### config.mk
export PLATFORM = sky130hd
export DESIGN_NAME = ipv4_dotted_quad_parser_top
export DESIGN_NICKNAME = d
export VERILOG_FILES = /design/src/hdl/ipv4dq_pkg.sv /design/src/hdl/ipv4dq_parser.sv /design/src/hdl/ipv4dq_out_reg.sv /design/src/hdl/ipv4_dotted_quad_parser_top.sv
export SDC_FILE = /design/constraint.sdc
export NUM_CORES = 1
export LEC_CHECK = 0
export BUFFER_PORTS_ARGS = -buffer_cell sky130_fd_sc_hd__buf_2
export CAP_MARGIN = 10
export CORE_UTILIZATION = 40
export CTS_CLUSTER_DIAMETER = 80
export DETAILED_ROUTE_END_ITERATION = 7
export HOLD_SLACK_MARGIN = 0.05
export PLACE_DENSITY = 0.58
export SETUP_SLACK_MARGIN = 0.02
export SLEW_MARGIN = 10
export SYNTH_ARGS = -nofsm -noshare
export SYNTH_HDL_FRONTEND = slang
export SYNTH_HIERARCHICAL = 1
export SYNTH_SLANG_ARGS = --single-unit
### constraint.sdc
create_clock -name clk -period 5.85 [get_ports clk]
set_input_delay 0.2925 -clock clk [delete_from_list [all_inputs] [get_ports clk]]
set_output_delay 0.2925 -clock clk [all_outputs]
set_load 0.1 [all_outputs]
### src/hdl/ipv4dq_pkg.sv
`timescale 1ns / 1ps
`default_nettype none
// ----------------------------------------------------------------------------
// ipv4dq_pkg
// Types, codes and constants shared by the dotted-quad parser modules.
// ----------------------------------------------------------------------------
package ipv4dq_pkg;

  localparam int unsigned CharW   = 8;
  localparam int unsigned AccW    = 9;
  localparam int unsigned FieldW  = 3;
  localparam int unsigned StatusW = 2;
  localparam int unsigned AddrW   = 32;
  localparam int unsigned NumOct  = 4;

  localparam logic [CharW-1:0]   CharNul   = 8'h00;
  localparam logic [CharW-1:0]   CharDot   = 8'h2E;
  localparam logic [CharW-1:0]   CharZero  = 8'h30;
  localparam logic [CharW-1:0]   CharNine  = 8'h39;

  localparam logic [AccW-1:0]    OctetMax  = 9'd255;
  localparam logic [AccW-1:0]    AccSat    = 9'd256;
  localparam logic [FieldW-1:0]  FieldInit = 3'd1;
  localparam logic [FieldW-1:0]  FieldSat  = 3'd5;
  localparam logic [FieldW-1:0]  FieldDone = 3'd4;

  localparam logic [StatusW-1:0] StBadFormat   = 2'd0;
  localparam logic [StatusW-1:0] StSuccess     = 2'd1;
  localparam logic [StatusW-1:0] StUnsupported = 2'd2;

  typedef struct packed {
    logic             fire;
    logic [CharW-1:0] character;
  } step_t;

  typedef struct packed {
    logic [StatusW-1:0] status;
    logic [AddrW-1:0]   address;
  } result_t;

  function automatic logic is_digit(input logic [CharW-1:0] c);
    return (c >= CharZero) && (c <= CharNine);
  endfunction

endpackage
`default_nettype wire

### src/hdl/ipv4dq_parser.sv
`timescale 1ns / 1ps
`default_nettype none
// ----------------------------------------------------------------------------
// ipv4dq_parser
// Field counter, octet accumulators and bad-character flag, plus the verdict
// formed on the terminator.
// ----------------------------------------------------------------------------
module ipv4dq_parser (
  input  wire                     clk,
  input  wire                     rst_n,
  input  wire ipv4dq_pkg::step_t  step,
  input  wire                     family_is_ipv4,
  output ipv4dq_pkg::result_t     result
);

  logic [ipv4dq_pkg::FieldW-1:0] field_r, field_nxt;
  logic [ipv4dq_pkg::AccW-1:0]   acc_r   [ipv4dq_pkg::NumOct];
  logic [ipv4dq_pkg::AccW-1:0]   acc_nxt [ipv4dq_pkg::NumOct];
  logic                          bad_r, bad_nxt;

  logic                          is_term;
  logic                          in_range;
  logic [1:0]                    oct_idx;
  logic [11:0]                   prod;
  logic [ipv4dq_pkg::AccW-1:0]   acc_upd;
  logic                          over;

  assign is_term  = (step.character == ipv4dq_pkg::CharNul);
  assign in_range = (field_r >= 3'd1) && (field_r <= 3'd4);
  assign oct_idx  = field_r[1:0] - 2'd1;

  // value * 10 + digit; the widest case stays below 4096.
  assign prod = {acc_r[oct_idx], 3'b000} + {2'b00, acc_r[oct_idx], 1'b0}
              + {8'h00, step.character[3:0]};
  assign acc_upd = (prod > {3'b000, ipv4dq_pkg::AccSat}) ? ipv4dq_pkg::AccSat
                                                         : prod[8:0];

  always_comb begin
    field_nxt = field_r;
    bad_nxt   = bad_r;
    for (int i = 0; i < ipv4dq_pkg::NumOct; i++) begin
      acc_nxt[i] = acc_r[i];
    end
    if (step.fire) begin
      if (is_term) begin
        field_nxt = ipv4dq_pkg::FieldInit;
        bad_nxt   = 1'b0;
        for (int i = 0; i < ipv4dq_pkg::NumOct; i++) begin
          acc_nxt[i] = '0;
        end
      end else if (step.character == ipv4dq_pkg::CharDot) begin
        if (field_r < ipv4dq_pkg::FieldSat) begin
          field_nxt = field_r + 3'd1;
        end
      end else if (ipv4dq_pkg::is_digit(step.character)) begin
        if (in_range) begin
          acc_nxt[oct_idx] = acc_upd;
        end
      end else begin
        bad_nxt = 1'b1;
      end
    end
  end

  always_ff @(posedge clk) begin
    if (!rst_n) begin
      field_r <= ipv4dq_pkg::FieldInit;
      bad_r   <= 1'b0;
      for (int i = 0; i < ipv4dq_pkg::NumOct; i++) begin
        acc_r[i] <= '0;
      end
    end else begin
      field_r <= field_nxt;
      bad_r   <= bad_nxt;
      for (int i = 0; i < ipv4dq_pkg::NumOct; i++) begin
        acc_r[i] <= acc_nxt[i];
      end
    end
  end

  assign over = (acc_r[0] > ipv4dq_pkg::OctetMax) || (acc_r[1] > ipv4dq_pkg::OctetMax)
             || (acc_r[2] > ipv4dq_pkg::OctetMax) || (acc_r[3] > ipv4dq_pkg::OctetMax);

  always_comb begin
    result.status  = ipv4dq_pkg::StSuccess;
    result.address = {acc_r[3][7:0], acc_r[2][7:0], acc_r[1][7:0], acc_r[0][7:0]};
    if (!family_is_ipv4) begin
      result.status  = ipv4dq_pkg::StUnsupported;
      result.address = '0;
    end else if (bad_r || (field_r != ipv4dq_pkg::FieldDone) || over) begin
      result.status  = ipv4dq_pkg::StBadFormat;
      result.address = '0;
    end
  end

endmodule
`default_nettype wire

### src/hdl/ipv4dq_out_reg.sv
`timescale 1ns / 1ps
`default_nettype none
// ----------------------------------------------------------------------------
// ipv4dq_out_reg
// Result register that holds one finished item until the consumer takes it.
// ----------------------------------------------------------------------------
module ipv4dq_out_reg (
  input  wire                                clk,
  input  wire                                rst_n,
  input  wire                                load,
  input  wire ipv4dq_pkg::result_t           result,
  output logic                               ready,
  output logic                               out_valid,
  input  wire                                out_stall,
  output logic [ipv4dq_pkg::StatusW-1:0]     out_status,
  output logic [ipv4dq_pkg::AddrW-1:0]       out_address
);

  logic                 valid_r, valid_nxt;
  ipv4dq_pkg::result_t  data_r;

  // The register can take a new item when empty or when its item leaves now.
  assign ready = !valid_r || !out_stall;

  always_comb begin
    valid_nxt = valid_r;
    if (load) begin
      valid_nxt = 1'b1;
    end else if (valid_r && !out_stall) begin
      valid_nxt = 1'b0;
    end
  end

  always_ff @(posedge clk) begin
    if (!rst_n) begin
      valid_r <= 1'b0;
    end else begin
      valid_r <= valid_nxt;
    end
  end

  always_ff @(posedge clk) begin
    if (load) begin
      data_r <= result;
    end
  end

  assign out_valid   = valid_r;
  assign out_status  = data_r.status;
  assign out_address = data_r.address;

endmodule
`default_nettype wire

### src/hdl/ipv4_dotted_quad_parser_top.sv
`timescale 1ns / 1ps
`default_nettype none
// ----------------------------------------------------------------------------
// ipv4_dotted_quad_parser_top
// Parses an IPv4 dotted-decimal string, one character per item, into a
// status and a 32-bit address with the first octet in bits 7:0.
// ----------------------------------------------------------------------------
//  Channel  Direction  Ports                               Handshake
//  in       input      in_character                        in_valid / in_stall
//  out      output     out_status, out_address             out_valid / out_stall
//  cfg      input      cfg_wr_data (family_is_ipv4)        cfg_wr_en
//
// One character item is taken every cycle unless the input stalls. An item
// waits in the character register until it is applied to the parse state;
// a terminator's result is shown at the output from the edge applying it.
// Reset returns the parser to field one with empty octets and the family
// register to IPv4. The input stalls only while a terminator waits for the
// result register to free up; other characters never wait.
// ----------------------------------------------------------------------------
module ipv4_dotted_quad_parser_top (
  input  wire                                clk,
  input  wire                                rst_n,
  input  wire                                in_valid,
  output logic                               in_stall,
  input  wire  [ipv4dq_pkg::CharW-1:0]       in_character,
  output logic                               out_valid,
  input  wire                                out_stall,
  output logic [ipv4dq_pkg::StatusW-1:0]     out_status,
  output logic [ipv4dq_pkg::AddrW-1:0]       out_address,
  input  wire                                cfg_wr_en,
  input  wire                                cfg_wr_data
);

  logic                          family_r;
  logic                          in_full_r, in_full_nxt;
  logic [ipv4dq_pkg::CharW-1:0]  char_r;
  logic                          term;
  logic                          advance;
  logic                          out_ready;
  ipv4dq_pkg::step_t             step;
  ipv4dq_pkg::result_t           result;

  always_ff @(posedge clk) begin
    if (!rst_n) begin
      family_r <= 1'b1;
    end else if (cfg_wr_en) begin
      family_r <= cfg_wr_data;
    end
  end

  assign term    = (char_r == ipv4dq_pkg::CharNul);
  assign advance = in_full_r && (!term || out_ready);
  assign in_stall = in_full_r && !advance;

  always_comb begin
    in_full_nxt = in_full_r;
    if (in_valid && !in_stall) begin
      in_full_nxt = 1'b1;
    end else if (advance) begin
      in_full_nxt = 1'b0;
    end
  end

  always_ff @(posedge clk) begin
    if (!rst_n) begin
      in_full_r <= 1'b0;
    end else begin
      in_full_r <= in_full_nxt;
    end
  end

  always_ff @(posedge clk) begin
    if (in_valid && !in_stall) begin
      char_r <= in_character;
    end
  end

  assign step.fire      = advance;
  assign step.character = char_r;

  ipv4dq_parser u_parser (
    .clk            (clk),
    .rst_n          (rst_n),
    .step           (step),
    .family_is_ipv4 (family_r),
    .result         (result)
  );

  ipv4dq_out_reg u_out_reg (
    .clk         (clk),
    .rst_n       (rst_n),
    .load        (advance && term),
    .result      (result),
    .ready       (out_ready),
    .out_valid   (out_valid),
    .out_stall   (out_stall),
    .out_status  (out_status),
    .out_address (out_address)
  );

  // A failed or refused parse never carries an address.
  a_addr_zero_on_fail: assert property (@(posedge clk) disable iff (!rst_n)
    out_valid && (out_status != ipv4dq_pkg::StSuccess) |-> (out_address == '0))
    else $error("nonzero address on a failed result");

  a_status_code: assert property (@(posedge clk) disable iff (!rst_n)
    out_valid |-> (out_status == ipv4dq_pkg::StBadFormat)
               || (out_status == ipv4dq_pkg::StSuccess)
               || (out_status == ipv4dq_pkg::StUnsupported))
    else $error("undefined status code");

  // Only a terminator that meets a full, stalled result register holds the input.
  a_stall_cause: assert property (@(posedge clk) disable iff (!rst_n)
    in_stall |-> in_full_r && term && out_valid && out_stall)
    else $error("input stalled without a waiting result");

  a_result_load: assert property (@(posedge clk) disable iff (!rst_n)
    advance && term |=> out_valid)
    else $error("terminator processed but no result shown");

endmodule
`default_nettype wire
# After elaboration in Yosys (flattened, before gate mapping)
# Memories as Yosys holds them, arrays and structs flattened.
# Index checks and enable logic that the tools add are counted.
[word_totals]
in_bits = 14
mem_count = 1
reg_bits = 49
out_inout_bits = 36
word_cells = 89
ram_bits = 36
[mem_list]
columns = ["memory", "words", "width", "read_ports", "rd_ports_with_merged_regs", "wr", "line_no", "source"]
rows = [
  ["u_parser.acc_r", 4, 9, 5, 0, 4, "ipv4dq_parser.sv:17", "logic [ipv4dq_pkg::AccW-1:0] acc_r [ipv4dq_pkg::NumOct];"],
]
[classes]
n_lt_le_gt_ge = 12
n_mux = 26
n_addsub = 4
reduce_logical = 28
bitwise_logic = 6
eq_ne = 4
[op_table]
columns = ["cell", "count"]
rows = [
  ["36-bit two-way mux", 5],
  ["9-bit two-way mux", 6],
  ["36-bit bitwise mux", 1],
  ["9-bit by 8-bit greater-than comparator with 1-bit output (second input constant)", 4],
  ["33-bit two-way mux", 1],
  ["9-bit demux with 2-bit select", 1],
  ["12-bit by 10-bit adder with 12-bit output", 1],
  ["12-bit by 4-bit adder with 12-bit output", 1],
  ["12-bit by 9-bit greater-than comparator with 1-bit output (second input constant)", 1],
  ["1-bit two-way mux", 9],
  ["3-bit two-way mux", 3],
  ["8-bit by 6-bit equality test with 1-bit output (second input constant)", 1],
  ["8-bit by 6-bit >= comparator with 1-bit output (second input constant)", 1],
  ["8-bit by 6-bit <= comparator with 1-bit output (second input constant)", 1],
  ["1-bit logical AND", 8],
  ["8-bit zero test", 1],
  ["2-bit nonzero test", 4],
  ["1-bit logical OR", 7],
  ["3-bit AND reduction", 2],
  ["1-bit zero test", 5],
  ["2-bit != test (second input constant)", 2],
  ["1-bit OR", 4],
  ["3-bit by 1-bit adder with 3-bit output (second input constant)", 1],
  ["3-bit by 1-bit >= comparator with 1-bit output (second input constant)", 1],
  ["other kinds (9)", 9],
]

# Depth between registers and ports, before layout
[depth]
depth_word = 13
mapped_depth = 17

# Modules after synthesis
# The synthesis kept the hierarchy.
[modules_own_cells]
columns = ["module", "cells_per_inst", "area_per_inst_um2", "n_inst"]
rows = [
  ["ipv4dq_parser", 297, 2742.6, 1],
  ["ipv4dq_out_reg", 38, 1056.0, 1],
  ["ipv4_dotted_quad_parser_top", 23, 379.1, 1],
]

# Least setup slack after synthesis
# OpenSTA, ideal clock, no wires.
[synth_path]
path_type = "flip-flop to flip-flop"
start = "register u_parser/field_r[0] (netlist name)"
end = "memory u_parser/acc_r[3][3] (netlist name)"
setup_ns = 0.084
setup_slack_ns = 1.459
arrival_ns = 4.307
path_buffers = 3
stages_incl_launch_ff = 15
required_ns = 5.766
cell_sequence = "dfxtp_1 -> clkbuf_1 -> inv_1 -> ha_1 -> buf_2 -> mux4_2 -> inv_1 -> fa_1 -> fa_1 -> or2b_1 -> or4_4 -> nor4_4 -> o2111ai_4 -> buf_6 -> o31ai_2"
[synth_rtl]
columns = ["item", "line_no", "source"]
rows = [
  ["start, declared", "ipv4dq_parser.sv:16", "logic [ipv4dq_pkg::FieldW-1:0] field_r, field_nxt;"],
  ["start signal, assigned", "ipv4dq_parser.sv:67", "field_r <= ipv4dq_pkg::FieldInit;"],
  ["start signal, assigned", "ipv4dq_parser.sv:73", "field_r <= field_nxt;"],
  ["end, declared", "ipv4dq_parser.sv:17", ""],
]

==> metrics.yaml <==
drt:
  avgViaCountPerCell: 5.33
  dr.pass1.iters: 5
  drc: 0
  drt-total-wl_um: 8060
  vias: 2881
  routedWlPerCell_um: 14.9
  drtAntennaViolNets: 0
  drt_iter0_markers: 134
logic_synthesis:
  synth_nets: 397
  postSynthCellCount: 358
  synth_area_leaders: "edfxtp_1, dfxtp_1, ha_1"
  synthFlopType: "dfxtp_1"
  ys_warn_count: 6
  synth.distinct_cells: 50
  synth-seq-cells: 85
  ys_seq_area_share_pct: 50.8
  synthArstFlopShare_pct: 0
  yosys.area.top_type: "edfxtp_1"
  synth_edf_count: 42
  syn-cell-area_um2: 4180
  avgSynthCellArea_um2: 11.7
  yosysTopAreaCellShare_pct: 30.2
clock_tree:
  root_buffer: "clkbuf_8"
  cts_setup_buffers: 0
  cts_tree: "yes"
  clkTransAtPathRegs_ps: 90
  cts_hold_buf: 0
  cts_made_buffers: 9
  insertion_delay_ps: 350
  cts_sinks: 85
  post_cts_resized: 0
  clk_path_buf_depth: 2
  htreeDepth: 3
critical_path:
  cp.arrival_ps: 4780
  r2r_start: "u_parser/field_r[1]"
  ff2ff_setup_slack_ps: 1320
  r2r_end: "u_parser/acc_r[2][2]"
  criticalPathCategory: "reg -> reg"
  cp_max_fo: 32
  max_stage_delay_ps: 650
  cp-end-kind: "register"
  cp-start-kind: "register"
  critical-path-slowest-cell: "ha_1"
  cp.required_ps: 6100
  cp_cell_sequence: "inv_1, ha_1, mux4_2, inv_1, fa_1, fa_1, and2b_1, o22a_1, and3_1, mux2i_1, nor2_1, o2111ai_4, o31ai_1"
  cp_top_family: "adder cells"
  cp.buffers_inverters: 2
  reg2reg_depth: 13
placement:
  portBuffers: 49
  dp_hpwl_um: 5630
  gp_congestion: 0.816
  placed_area_um2: 4510
hold_path:
  hold_depth: 1
  whs_endpoint: "char_r[7]"
  hold_start: "in_character[7]"
  hold_class: "in -> reg"
timing:
  finalHoldViolations: 0
  fmax_ghz: 0.221
  tightest_slew_ps: 932
  drv_slew: 0
  rsz0062_at_grt: "false"
  setup_viol: 0
  fin_worst_skew_ps: 11.6
  layout_min_cycle_time_ps: 4530
  relSlewSlack_pct: 37.9
  tns_ps: 0
  fin_crit_sh_pct: 77.5
  hold_ws_ps: 110
layout:
  fin_util_pct: 47.4
  fill_cells: 913
  drive_above_1_share_pct: 23.3
  antennaDiodeCount: 0
  fin_nets: 442
  synthToLayoutAreaGrowth_pct: 12.9
  fin_area_um2: 4720
pwr:
  p_int_uw: 841
  p_leak_nw: 1.89
  comb_power_share_pct: 3.0
  switching_share_pct: 22.8
  irDropWorstVdd_mv: 0.114
  power.switching_uw: 249
  power_density_nw_per_um2: 231
  p_total_mw: 1.09
  seqPwrFrac_pct: 58.0
  clock_power_share_pct: 39.0
die:
  die_height_um: 104
  initial_core_util_pct: 42.0
  die_width_um: 104
  die-area_um2: 10900
  fp.coreArea_um2: 9950
  rows: 36
  io_pins: 50
grt:
  grt_first_pass_wirelength_um: 13400
  grt_remaining_overflow: 0
  gr-usage-all-layers_pct: 15.8
  antenna_found_initial: 0
  grt_pass1_vias: 2658
  grt_max_degree: 35
outcome:
  status: "complete, no violations"
run:
  drv_cap: 0
registers in the layout (all words and copies together), names as in the netlist:
name	flops
u_out_reg/out_status	2
u_parser/bad_r	1
u_out_reg/out_valid	1
char_r	8
family_r	1
u_parser/field_r	3
in_full_r	1
u_out_reg/out_address	32
u_parser/acc_r	36
how the worst max path moves through the flow:
stage                     slack [ps]  cells after the start                start              endpoint
after global placement          1390                     11  u_parser/field_r[1]  u_parser/acc_r[2][4]
after global routing             960                     11  u_parser/field_r[1]  u_parser/acc_r[0][4]
after detailed placement        1260                     11  u_parser/field_r[1]  u_parser/acc_r[2][5]
final                           1320                     13  u_parser/field_r[1]  u_parser/acc_r[2][2]
after CTS                       1240                     11  u_parser/field_r[1]  u_parser/acc_r[2][5]
after floorplan                 1460                     14  u_parser/field_r[0]  u_parser/acc_r[3][3]
stage by stage:
step | std cells | worst slack [ps]
finish | 541 | 1320
global route | 541 | 958
CTS | 541 | 1240
global placement | 525 | 1390
detailed placement | 525 | 1260
floorplan | 358 | 1460
placed cells by master (no fill, tap or decap), types with 3 or more instances in the layout:
| cell | n |
|---|---|
| nand2_1 | 21 |
| nand2b_1 | 3 |
| buf_2 | 49 |
| a21oi_1 | 7 |
| o31ai_2 | 3 |
| nand3_1 | 23 |
| clkbuf_8 | 9 |
| and2_1 | 34 |
| o31ai_1 | 25 |
| o21ai_1 | 9 |
| or4_4 | 3 |
| mux4_2 | 9 |
| dfxtp_1 | 43 |
| edfxtp_1 | 42 |
| buf_4 | 3 |
| ha_1 | 23 |
| inv_1 | 16 |
| nand4_1 | 24 |
| xor2_1 | 4 |
| nor3_1 | 3 |
| nor2_1 | 9 |
cell families after synthesis:
group,Yosys count,synth area share [%]
flip-flops,85,50.8
buffers and inverters,34,4.01
adder cells (fa/ha/maj),25,7.85
multiplexers,11,5.33
AO/OA/AOI/OAI,60,11.1
XOR/XNOR,8,2.04
AND/OR/NAND/NOR,135,18.9
final cells by class:
class	count	area (um^2)	share of cell area [%]
sequential	85	2120	45.0
tap	133	166	3.53
clock buffer	9	124	2.63
clock inverter	7	80.1	1.70
timing repair buffer	52	268	5.68
multi-input combinational	239	1900	40.2
inverter	16	60.1	1.27
worst register-to-register path, delay by kind of cell, from the launching register on:
family	cells	cell delay, ps
AOI/OAI and AO/OA	3	1090
and+or+nand+nor	3	650
buffers and inverters	2	210
DFF	1	420
adders and majority gates	3	1570
muxes	2	480
per-layer routing:
metal / global-route usage (%) / share of wire (%)
met1: 21.0 / 48
met3: 2.13 / 3.1
met2: 25.8 / 48
met4: 6.63 / 1.3
met5: 0 / 0
power by group through the flow:
stage          clock network (mW)  logic [mW]  registers [mW]
6_report                    0.425      0.0326           0.632
5_1_grt                     0.456      0.0373           0.633
4_1_cts                     0.437      0.0332           0.632
3_5_place_dp                    0      0.0330           0.646
3_3_place_gp                    0      0.0325           0.646
2_1_floorplan                   0      0.0225           0.645
synth_stat cells, types with 2 or more instances:
cell type   n
a21oi_1     7
buf_6       4
dfxtp_1    43
xnor2_1     2
and2_1     34
o31ai_2     3
clkbuf_1    8
xor2_2      2
nor3_1      4
nor4_4      2
a31oi_1     2
nor2_1     10
mux4_2      9
xor2_1      4
nand4_1    24
fa_1        2
a21o_1      2
buf_2       5
o21ai_0     2
or4_4       3
inv_1      16
and3_1      2
nand3_1    23
edfxtp_1   42
mux2i_1     2
o31ai_1    25
nand2_1    21
nand2b_1    3
ha_1       23
o21ai_1     9
Power figures use the tool's default switching activity.
